File: config.mk
export PLATFORM = sky130hd
export DESIGN_NAME = color_to_scene_nearest_match
export DESIGN_NICKNAME = d
export VERILOG_FILES = /design/src/rtl/core/ctsnm_pkg.sv /design/src/rtl/core/color_to_scene_nearest_match.sv
export SDC_FILE = /design/constraint.sdc
export NUM_CORES = 2
export LEC_CHECK = 0
export ABC_AREA = 1
export BUFFER_PORTS_ARGS = -buffer_cell sky130_fd_sc_hd__buf_4
export CAP_MARGIN = 20
export CORE_UTILIZATION = 54
export DETAILED_ROUTE_END_ITERATION = 8
export MAX_ROUTING_LAYER = met4
export PLACE_DENSITY_LB_ADDON = 0.2
export SLEW_MARGIN = 10
export SYNTH_ARGS = -nofsm -noshare
export SYNTH_HDL_FRONTEND = slang
export SYNTH_SLANG_ARGS = --single-unit
File: constraint.sdc
create_clock -name clk -period 8.2 [get_ports clk]
set_input_delay 1.23 -clock clk [delete_from_list [all_inputs] [get_ports clk]]
set_output_delay 1.23 -clock clk [all_outputs]
set_load 0.1 [all_outputs]
File: src/rtl/core/ctsnm_pkg.sv
// Package: scene table, register indexes and pipeline constants for the scene matcher.
package ctsnm_pkg;

	localparam int ROM_LEN       = 20;
	localparam int FULL_CIRCLE   = 360;
	localparam int HALF_CIRCLE   = 180;
	localparam int GROUP_SIZE    = 4;
	localparam int SCENE_ENTRIES_DEF = 20;

	localparam int HUE_W   = 9;
	localparam int IDX_W   = 5;
	localparam int SCORE_W = 10;
	localparam int KEY_W   = SCORE_W + 1;

	typedef enum logic [1:0] {
		REG_HUE_TOL    = 2'd0,
		REG_BRIGHT_TOL = 2'd1,
		REG_SAT_THRESH = 2'd2
	} cfg_reg_t;

	typedef struct packed {
		logic [HUE_W-1:0] hue;
		logic [7:0]       bri;
		logic [7:0]       effect;
		logic [7:0]       speed;
	} scene_t;

	localparam scene_t SCENE_ROM [ROM_LEN] = '{
		'{9'd30,  8'd64,  8'd18, 8'd80},
		'{9'd0,   8'd102, 8'd19, 8'd128},
		'{9'd20,  8'd178, 8'd5,  8'd160},
		'{9'd0,   8'd204, 8'd42, 8'd180},
		'{9'd45,  8'd178, 8'd1,  8'd0},
		'{9'd60,  8'd204, 8'd56, 8'd200},
		'{9'd90,  8'd128, 8'd10, 8'd100},
		'{9'd120, 8'd102, 8'd38, 8'd140},
		'{9'd120, 8'd204, 8'd7,  8'd160},
		'{9'd150, 8'd178, 8'd84, 8'd150},
		'{9'd160, 8'd128, 8'd32, 8'd90},
		'{9'd180, 8'd153, 8'd25, 8'd120},
		'{9'd200, 8'd115, 8'd11, 8'd100},
		'{9'd220, 8'd51,  8'd21, 8'd60},
		'{9'd220, 8'd140, 8'd20, 8'd80},
		'{9'd240, 8'd89,  8'd66, 8'd70},
		'{9'd270, 8'd191, 8'd6,  8'd170},
		'{9'd300, 8'd230, 8'd64, 8'd220},
		'{9'd320, 8'd255, 8'd86, 8'd255},
		'{9'd330, 8'd153, 8'd51, 8'd130}
	};

endpackage

File: src/rtl/core/color_to_scene_nearest_match.sv
// Top level: five-stage pipelined nearest-scene matcher.
// Takes one colour request per cycle while the output side is not stalled
// and returns one result beat per request. Stage 1 clamps and wraps the hue
// and flags white requests, stage 2 scores every table entry in parallel
// lanes, stage 3 picks a winner within groups of four lanes, stage 4 picks
// the winner across groups and stage 5 looks up the effect and speed. Each
// stage holds its beat only while the stage after it is full and stalled,
// so throughput is one beat per cycle while m_tready stays high. Tolerances
// and threshold are write-only registers with reset values 15, 18 and 150.
module color_to_scene_nearest_match
	import ctsnm_pkg::*;
#(
	parameter int SCENE_ENTRIES = SCENE_ENTRIES_DEF
) (
	input  logic        clk,
	input  logic        arst_n,
	input  logic        cfg_we,
	input  logic [1:0]  cfg_index,
	input  logic [7:0]  cfg_data,
	input  logic        s_tvalid,
	output logic        s_tready,
	input  logic [31:0] s_tdata,   // hue_deg[9:0], saturation[17:10], brightness[25:18]
	output logic        m_tvalid,
	input  logic        m_tready,
	output logic [31:0] m_tdata,   // scene_index[4:0], effect_number[12:5],
	                               // effect_speed[20:13], match_score[30:21]
	output logic [1:0]  m_tuser    // matched[0], white_request[1]
);

	localparam int LANES = (SCENE_ENTRIES < ROM_LEN) ? SCENE_ENTRIES : ROM_LEN;
	localparam int NGRP  = (LANES + GROUP_SIZE - 1) / GROUP_SIZE;
	localparam int NPAD  = NGRP * GROUP_SIZE;

	logic [7:0] hue_tol_q, bri_tol_q, sat_thr_q;

	logic v1, v2, v3, v4, v5;
	logic rdy1, rdy2, rdy3, rdy4, rdy5;

	logic [HUE_W-1:0] hue_s1;
	logic [7:0]       bri_s1;
	logic             white_s1;

	logic [KEY_W-1:0] key_s2 [NPAD];
	logic             white_s2;

	logic [KEY_W-1:0] key_s3 [NGRP];
	logic [IDX_W-1:0] idx_s3 [NGRP];
	logic             white_s3;

	logic [KEY_W-1:0] key_s4;
	logic [IDX_W-1:0] idx_s4;
	logic             white_s4;

	logic             matched_s5, white_s5;
	logic [IDX_W-1:0] idx_s5;
	logic [7:0]       effect_s5, speed_s5;
	logic [SCORE_W-1:0] score_s5;

	logic [9:0]       in_hue;
	logic [7:0]       in_sat, in_bri;
	logic [HUE_W-1:0] hue_wrap;

	logic [KEY_W-1:0] key_c [NPAD];
	logic [KEY_W-1:0] gkey_c [NGRP];
	logic [IDX_W-1:0] gidx_c [NGRP];
	logic [KEY_W-1:0] fkey_c;
	logic [IDX_W-1:0] fidx_c;

	assign rdy5 = !v5 || m_tready;
	assign rdy4 = !v4 || rdy5;
	assign rdy3 = !v3 || rdy4;
	assign rdy2 = !v2 || rdy3;
	assign rdy1 = !v1 || rdy2;
	assign s_tready = rdy1;

	always_ff @(posedge clk or negedge arst_n) begin
		if (!arst_n) begin
			hue_tol_q <= 8'd15;
			bri_tol_q <= 8'd18;
			sat_thr_q <= 8'd150;
		end else if (cfg_we) begin
			unique case (cfg_index)
				REG_HUE_TOL:    hue_tol_q <= cfg_data;
				REG_BRIGHT_TOL: bri_tol_q <= cfg_data;
				REG_SAT_THRESH: sat_thr_q <= cfg_data;
				default: ;
			endcase
		end
	end

	always_ff @(posedge clk or negedge arst_n) begin
		if (!arst_n) begin
			v1 <= 1'b0;
			v2 <= 1'b0;
			v3 <= 1'b0;
			v4 <= 1'b0;
			v5 <= 1'b0;
		end else begin
			if (rdy1) v1 <= s_tvalid;
			if (rdy2) v2 <= v1;
			if (rdy3) v3 <= v2;
			if (rdy4) v4 <= v3;
			if (rdy5) v5 <= v4;
		end
	end

	// stage 1: clamp and wrap hue
	assign in_hue = s_tdata[9:0];
	assign in_sat = s_tdata[17:10];
	assign in_bri = s_tdata[25:18];

	always_comb begin
		if (in_hue[9]) begin
			hue_wrap = '0;
		end else if (in_hue[8:0] >= HUE_W'(FULL_CIRCLE)) begin
			hue_wrap = in_hue[8:0] - HUE_W'(FULL_CIRCLE);
		end else begin
			hue_wrap = in_hue[8:0];
		end
	end

	always_ff @(posedge clk) begin
		if (rdy1) begin
			hue_s1   <= hue_wrap;
			bri_s1   <= in_bri;
			white_s1 <= in_sat < sat_thr_q;
		end
	end

	// stage 2: score every lane
	always_comb begin
		logic [HUE_W-1:0] dh;
		logic [7:0]       db;
		for (int i = 0; i < NPAD; i++) begin
			key_c[i] = '1;
			if (i < LANES) begin
				dh = (hue_s1 > SCENE_ROM[i].hue) ? hue_s1 - SCENE_ROM[i].hue
				                                  : SCENE_ROM[i].hue - hue_s1;
				if (dh > HUE_W'(HALF_CIRCLE)) begin
					dh = HUE_W'(FULL_CIRCLE) - dh;
				end
				db = (bri_s1 > SCENE_ROM[i].bri) ? bri_s1 - SCENE_ROM[i].bri
				                                  : SCENE_ROM[i].bri - bri_s1;
				if (dh <= {1'b0, hue_tol_q} && db <= bri_tol_q) begin
					key_c[i] = {1'b0, SCORE_W'({dh, 2'b00}) + SCORE_W'(db)};
				end
			end
		end
	end

	always_ff @(posedge clk) begin
		if (rdy2) begin
			key_s2   <= key_c;
			white_s2 <= white_s1;
		end
	end

	// stage 3: best within each group, lower lane wins ties
	always_comb begin
		for (int g = 0; g < NGRP; g++) begin
			gkey_c[g] = '1;
			gidx_c[g] = '0;
			for (int j = 0; j < GROUP_SIZE; j++) begin
				if (key_s2[g*GROUP_SIZE+j] < gkey_c[g]) begin
					gkey_c[g] = key_s2[g*GROUP_SIZE+j];
					gidx_c[g] = IDX_W'(g*GROUP_SIZE+j);
				end
			end
		end
	end

	always_ff @(posedge clk) begin
		if (rdy3) begin
			key_s3   <= gkey_c;
			idx_s3   <= gidx_c;
			white_s3 <= white_s2;
		end
	end

	// stage 4: best across groups
	always_comb begin
		fkey_c = '1;
		fidx_c = '0;
		for (int g = 0; g < NGRP; g++) begin
			if (key_s3[g] < fkey_c) begin
				fkey_c = key_s3[g];
				fidx_c = idx_s3[g];
			end
		end
	end

	always_ff @(posedge clk) begin
		if (rdy4) begin
			key_s4   <= fkey_c;
			idx_s4   <= fidx_c;
			white_s4 <= white_s3;
		end
	end

	// stage 5: table lookup and result register
	always_ff @(posedge clk) begin
		if (rdy5) begin
			white_s5 <= white_s4;
			if (!white_s4 && !key_s4[KEY_W-1]) begin
				matched_s5 <= 1'b1;
				idx_s5     <= idx_s4;
				effect_s5  <= SCENE_ROM[idx_s4].effect;
				speed_s5   <= SCENE_ROM[idx_s4].speed;
				score_s5   <= key_s4[SCORE_W-1:0];
			end else begin
				matched_s5 <= 1'b0;
				idx_s5     <= '0;
				effect_s5  <= '0;
				speed_s5   <= '0;
				score_s5   <= '0;
			end
		end
	end

	assign m_tvalid = v5;
	assign m_tdata  = {1'b0, score_s5, speed_s5, effect_s5, idx_s5};
	assign m_tuser  = {white_s5, matched_s5};

endmodule
Word level (Yosys, flattened, before mapping)
Memory sizes are Yosys's and may differ from the RTL's. A register that Yosys moved wholly into a read port is not among the register bits.
Cells that the tools add are included.
{"block": "totals", "wordCells": 444, "register_bits": 379, "inputBits": 47, "memories": 1, "mem_bits_ro": 1056}
{"name": "(name not given)", "depth": 32, "word_bits": 33, "read_ports": 1, "rd_clocked_by_memory_dff": 1, "wr": 0, "line_no": "color_to_scene_nearest_match.sv:208", "rtl": "speed_s5 <= SCENE_ROM[idx_s4].speed;"}
{"block": "op_classes", "n_eq_ne": 2, "reduce_logical": 47, "muxes": 113, "magnitude_cmp": 104, "addsub": 97, "n_bitwise": 1}
{"op": "11-bit 2-to-1 mux", "count": 45}
{"op": "9-bit 2-to-1 mux", "count": 35}
{"op": "11-bit less-than comparator", "count": 19}
{"op": "9-bit by 8-bit greater-than comparator with 1-bit output, second input constant", "count": 23}
{"op": "10-bit by 8-bit adder with 10-bit output", "count": 20}
{"op": "9-bit subtractor, first input constant", "count": 21}
{"op": "9-bit by 8-bit less-or-equal comparator with 1-bit output", "count": 17}
{"op": "8-bit less-or-equal comparator", "count": 13}
{"op": "8-bit 2-to-1 mux", "count": 13}
{"op": "11-bit less-than comparator, second input constant", "count": 6}
{"op": "8-bit greater-than comparator, second input constant", "count": 8}
{"op": "8-bit subtractor, first input constant", "count": 8}
{"op": "8-bit subtractor, second input constant", "count": 8}
{"op": "8-bit by 9-bit subtractor with 9-bit output, first input constant", "count": 6}
{"op": "9-bit by 8-bit subtractor with 9-bit output, second input constant", "count": 6}
{"op": "9-bit subtractor, second input constant", "count": 5}
{"op": "9-bit greater-than comparator, second input constant", "count": 4}
{"op": "8-bit by 7-bit greater-than comparator with 1-bit output, second input constant", "count": 4}
{"op": "7-bit by 8-bit subtractor with 8-bit output, first input constant", "count": 4}
{"op": "8-bit by 7-bit subtractor with 8-bit output, second input constant", "count": 4}
{"op": "5-bit 2-to-1 mux", "count": 6}
{"op": "1-bit logical AND", "count": 21}
{"op": "9-bit by 5-bit greater-than comparator with 1-bit output, second input constant", "count": 2}
{"op": "9-bit by 6-bit greater-than comparator with 1-bit output, second input constant", "count": 2}
{"op": "other kinds (27)", "count": 64}

Longest topological paths before layout
{"block": "logic_depth", "depth_word": 10, "mapped_depth": 45, "ltp_nobuf": 41}

Least setup slack after synthesis
No wires, ideal clock.
{"block": "synth_timing", "path_type": "input to register", "from": "input port m_tready", "to": "register key_s2[0] (netlist bit) (enable)", "cell_stages": 8, "arrival_time_ns": 8.431, "t_required_ns": 7.627, "path_buffers": 0, "setup_time_ns": 0.573, "setup_slack_ns": -0.805, "path_cell_list": "nor2_1 inv_1 nor2_1 inv_1 nor2_1 inv_1 nor2_1 inv_1"}
{"block": "synth_via", "elab_chain_cells": 4}
{"element": "start: declaration", "line_no": "color_to_scene_nearest_match.sv:24", "rtl": "input logic m_tready,"}
{"element": "1-bit logical OR", "line_no": "color_to_scene_nearest_match.sv:69", "rtl": "assign rdy5 = !v5 || m_tready;"}
{"element": "net rdy5", "line_no": "color_to_scene_nearest_match.sv:37", "rtl": "logic rdy1, rdy2, rdy3, rdy4, rdy5;"}
{"element": "1-bit logical OR", "line_no": "color_to_scene_nearest_match.sv:70", "rtl": "assign rdy4 = !v4 || rdy5;"}
{"element": "net rdy4", "line_no": "color_to_scene_nearest_match.sv:37"}
{"element": "1-bit logical OR", "line_no": "color_to_scene_nearest_match.sv:71", "rtl": "assign rdy3 = !v3 || rdy4;"}
{"element": "net rdy3", "line_no": "color_to_scene_nearest_match.sv:37"}
{"element": "1-bit logical OR", "line_no": "color_to_scene_nearest_match.sv:72", "rtl": "assign rdy2 = !v2 || rdy3;"}
{"element": "net rdy2", "line_no": "color_to_scene_nearest_match.sv:37"}
{"element": "end signal: assignment", "line_no": "color_to_scene_nearest_match.sv:153", "rtl": "key_s2 <= key_c;"}
{"element": "end: declaration", "line_no": "color_to_scene_nearest_match.sv:43", "rtl": "logic [KEY_W-1:0] key_s2 [NPAD];"}
The timed path passes the listed nets, and every way through them passes these cells.
A chain may end at the register's enable or synchronous reset.

Final worst setup path
{"block": "layout_timing", "from": "register key_s3[50] (netlist bit)", "to": "register key_s4[0], data pin"}
{"block": "layout_via", "elab_chain_cells": 10}
{"element": "start: declaration", "line_no": "color_to_scene_nearest_match.sv:46", "rtl": "logic [KEY_W-1:0] key_s3 [NGRP];"}
{"element": "start signal: assignment", "line_no": "color_to_scene_nearest_match.sv:174", "rtl": "key_s3 <= gkey_c;"}
{"element": "11-bit less-than comparator", "line_no": "color_to_scene_nearest_match.sv:185", "rtl": "if (key_s3[g] < fkey_c) begin"}
{"element": "11-bit 2-to-1 mux (*)", "line_no": "color_to_scene_nearest_match.sv:185"}
{"element": "11-bit less-than comparator", "line_no": "color_to_scene_nearest_match.sv:185"}
{"element": "11-bit 2-to-1 mux (*)", "line_no": "color_to_scene_nearest_match.sv:185"}
{"element": "11-bit less-than comparator", "line_no": "color_to_scene_nearest_match.sv:185"}
{"element": "11-bit 2-to-1 mux (*)", "line_no": "color_to_scene_nearest_match.sv:185"}
{"element": "11-bit less-than comparator", "line_no": "color_to_scene_nearest_match.sv:185"}
{"element": "11-bit 2-to-1 mux (*)", "line_no": "color_to_scene_nearest_match.sv:185"}
{"element": "11-bit less-than comparator", "line_no": "color_to_scene_nearest_match.sv:185"}
{"element": "11-bit 2-to-1 mux (*)", "line_no": "color_to_scene_nearest_match.sv:185"}
{"element": "net fkey_c[0]", "line_no": "color_to_scene_nearest_match.sv:66", "rtl": "logic [KEY_W-1:0] fkey_c;"}
{"element": "end signal: assignment", "line_no": "color_to_scene_nearest_match.sv:194", "rtl": "key_s4 <= fkey_c;"}
{"element": "end: declaration", "line_no": "color_to_scene_nearest_match.sv:50", "rtl": "logic [KEY_W-1:0] key_s4;"}
Mark *: on every way through the listed nets, which the timed path passes. The rest lies on a longest branch.

==> impl_metrics.csv <==
group,metric,value,unit
outcome,status,"finished, final reports clean",
routing,drt_iter0_markers,3481,
finish,final_nets,5850,
grt,grt_pass1_wl,195000,um
routing,wire_per_inst,21.0,um
setup_path,critPathMaxFanout,26,
placement,gp_congestion,1.05,
sta,period_minus_slack,7.04,ns
grt,antenna_found_initial,4,
grt,grtUsageMet1,48.6,%
die,row_count,98,
routing,drt_wl_total,130000,um
synth,synthDistinctLibCells,66,
cts,clk_latency,0.59,ns
sta,clock_skew,0.0332,ns
synth,synth_flop_cell,"edfxtp_1",
setup_path,critPathCaptureType,"flop",
grt,grt_start_max_net_pins,164,
hold_path,min_path_type,"flop to flop",
cts,max-clock-path-buffers,3,
setup_path,crit_path_start_kind,"flop",
cts,numCtsBuffers,44,
sta,tightest_slew,1.18,ns
placement,hpwl,102000,um
finish,final-seq-area,11500,um^2
grt,track_usage,35.6,%
cts,cts.clk_slew.worst_paths,0.06,ns
sta,holdWs,0.420,ns
finish,area.growth.synth_to_final,8.07,%
grt,grt_pass1_vias,32400,
synth,netlist_instances,5153,
die,dieArea,73800,um^2
cts,hold_buffers,0,
setup_path,cp_data_required_time,8.54,ns
grt,grt_util_met2,52.9,%
synth,synth_most_common_cell,"nand2_1",
synth,synth_area_leaders,"edfxtp_1 (27%), ha_1 (19%), nand2_1 (11%), o21ai_0 (6.9%), inv_1 (6.5%)",
cts,clock_sinks,387,
grt,overflow,0,
placement,post-place-ws,0.833,ns
synth,synth-warning-count,0,
setup_path,r2r_cells,34,
hold_path,hold_depth,0,
sta,final_hold_viol_count,0,
cts,cts_resized,0,
routing,viasPerCell,5.81,
grt,grt.busiest_layer,"met2",
placement,portBuffers,74,
sta,fmax,142,MHz
synth,synthesis.area,39300,um^2
cts,post_cts_buffers,0,
setup_path,critPathArrivalTime,7.38,ns
finish,multi_input_area,24500,um^2
cts,cts_tree,"done",
run,drv_cap,0,
routing,drc,0,
routing,vias,35900,
die,core,71700,um^2
die,die-width,272,um
grt,met3_usage,4.84,%
finish,fillers,6690,
setup_path,cp_slowest_cell,"o21ai_0",
synth,synth_edf_count,358,
sta,drv_slew,0,
setup_path,max_stage_delay,0.59,ns
setup_path,critPathKind,"flop to flop",
synth,synth_seq_area_share,29.3,%
finish,fin_util,59.2,%
die,die_h,272,um
cts,cts.htree.levels,2,
synth,synth.top_cell.area_share,27.4,%
routing,ant_nets,0,
sta,slew-limit-headroom,20.3,%
synth,syn_area_per_cell,7.62,um^2
synth,async_flop_share,7.49,%
synth,ys_seq_elements,387,
synth,synth_top_cell_by_area,"edfxtp_1",
sta,timing.final.ws_setup,1.16,ns
setup_path,cp_common_cell,"nand2_1",
finish,drive_gt1_share,6.67,%
routing,firstDrtPassIters,7,
sta,grt_setup_unrepaired,"no",
die,start_util,54.7,%
cts,root_buffer,"clkbuf_16",
synth,ys_top_cells_by_count,"nand2_1 (1121), inv_1 (677), ha_1 (581), o21ai_0 (544), a21oi_1 (434)",
die,io_pins,83,
sta,tns,0,ns
sta,timing.final.crit_share,85.8,%
sta,setup_viol,0,
-- logic make-up (layout without fill, tap and decap cells) --
logic type      count (synthesis)  in the layout  synth area share, %
other cells                     1              3              0.00955
simple gates                 1811           1811                 19.3
buf+inv                       846            927                 8.33
flops                         387            387                 29.3
mux                             5              5                0.127
fa+ha+maj                     601            601                 19.5
compound gates               1217           1217                 17.0
xor+xnor                      285            285                 6.47
-- per-layer routing --
metal / wire [um] / vias up
met5: 0 / -
met4: 6080 / 0
met3: 11200 / 289
met2: 55700 / 1524
met1: 56800 / 16500
li1: - / 17600
-- layout make-up --
class                           instances  area share (%)
Clock inverter                         30           0.949
Multi-Input combinational cell       3921            57.8
Timing Repair Buffer                  128            2.29
Antenna cell                            1         0.00590
Tap cell                              950            2.80
Inverter                              720            6.38
Clock buffer                           49            2.71
Sequential cell                       387            27.1
-- cell usage in the layout, fill, tap and decap left out, types with 49 or more instances in the layout --
master    instances
nor2_1          286
buf_4           126
a21oi_1         434
ha_1            581
o21ai_0         543
inv_1           675
nand4_1          58
xor2_1          247
nand3_1         171
edfxtp_1        358
nand2_1        1121
nor3_1           49
-- sequential cells by signal (all words and copies together), names as in the netlist, 5 cells and up --
register	count
key_s2	220
key_s3	55
idx_s3	14
key_s4	11
score_s5	10
hue_s1	9
bri_s1	8
bri_tol_q	8
hue_tol_q	8
sat_thr_q	8
speed_s5	8
effect_s5	7
idx_s4	5
idx_s5	5
-- per-stage QoR --
step | cells | area, um^2
2_1_floorplan | 5154 | 39300
6_report | 6186 | 42400
3_3_place_gp | 6105 | 40900
4_1_cts | 6185 | 42400
5_1_grt | 6186 | 42400
3_5_place_dp | 6106 | 40900
-- final timing paths --
check                                            to  slack [ns]                 start
max in group asynchronous  hue_tol_q[2]$_DFFE_PN1P_        7.27                arst_n
setup reg to reg                key_s4[0]$_DFFE_PP_        1.16  key_s3[50]$_DFFE_PP_
hold / removal                   white_s3$_DFFE_PP_        0.42    white_s2$_DFFE_PP_
setup / recovery                key_s4[0]$_DFFE_PP_        1.16  key_s3[50]$_DFFE_PP_
min in group asynchronous  sat_thr_q[6]$_DFFE_PN0P_        0.58                arst_n
hold reg to reg                  white_s3$_DFFE_PP_        0.42    white_s2$_DFFE_PP_
-- critical path: cells and delay by family (launching register included) --
| kind | cells | cell delay [ns] |
|---|---|---|
| fa+ha+maj | 4 | 1.22 |
| simple gates | 15 | 2.08 |
| compound gates | 10 | 2.47 |
| flops | 1 | 0.35 |
| buf+inv | 5 | 0.63 |
Power is left out: the tool's default activity adds up to more than one toggle a clock period on the data nets, which glitch-free logic cannot reach.
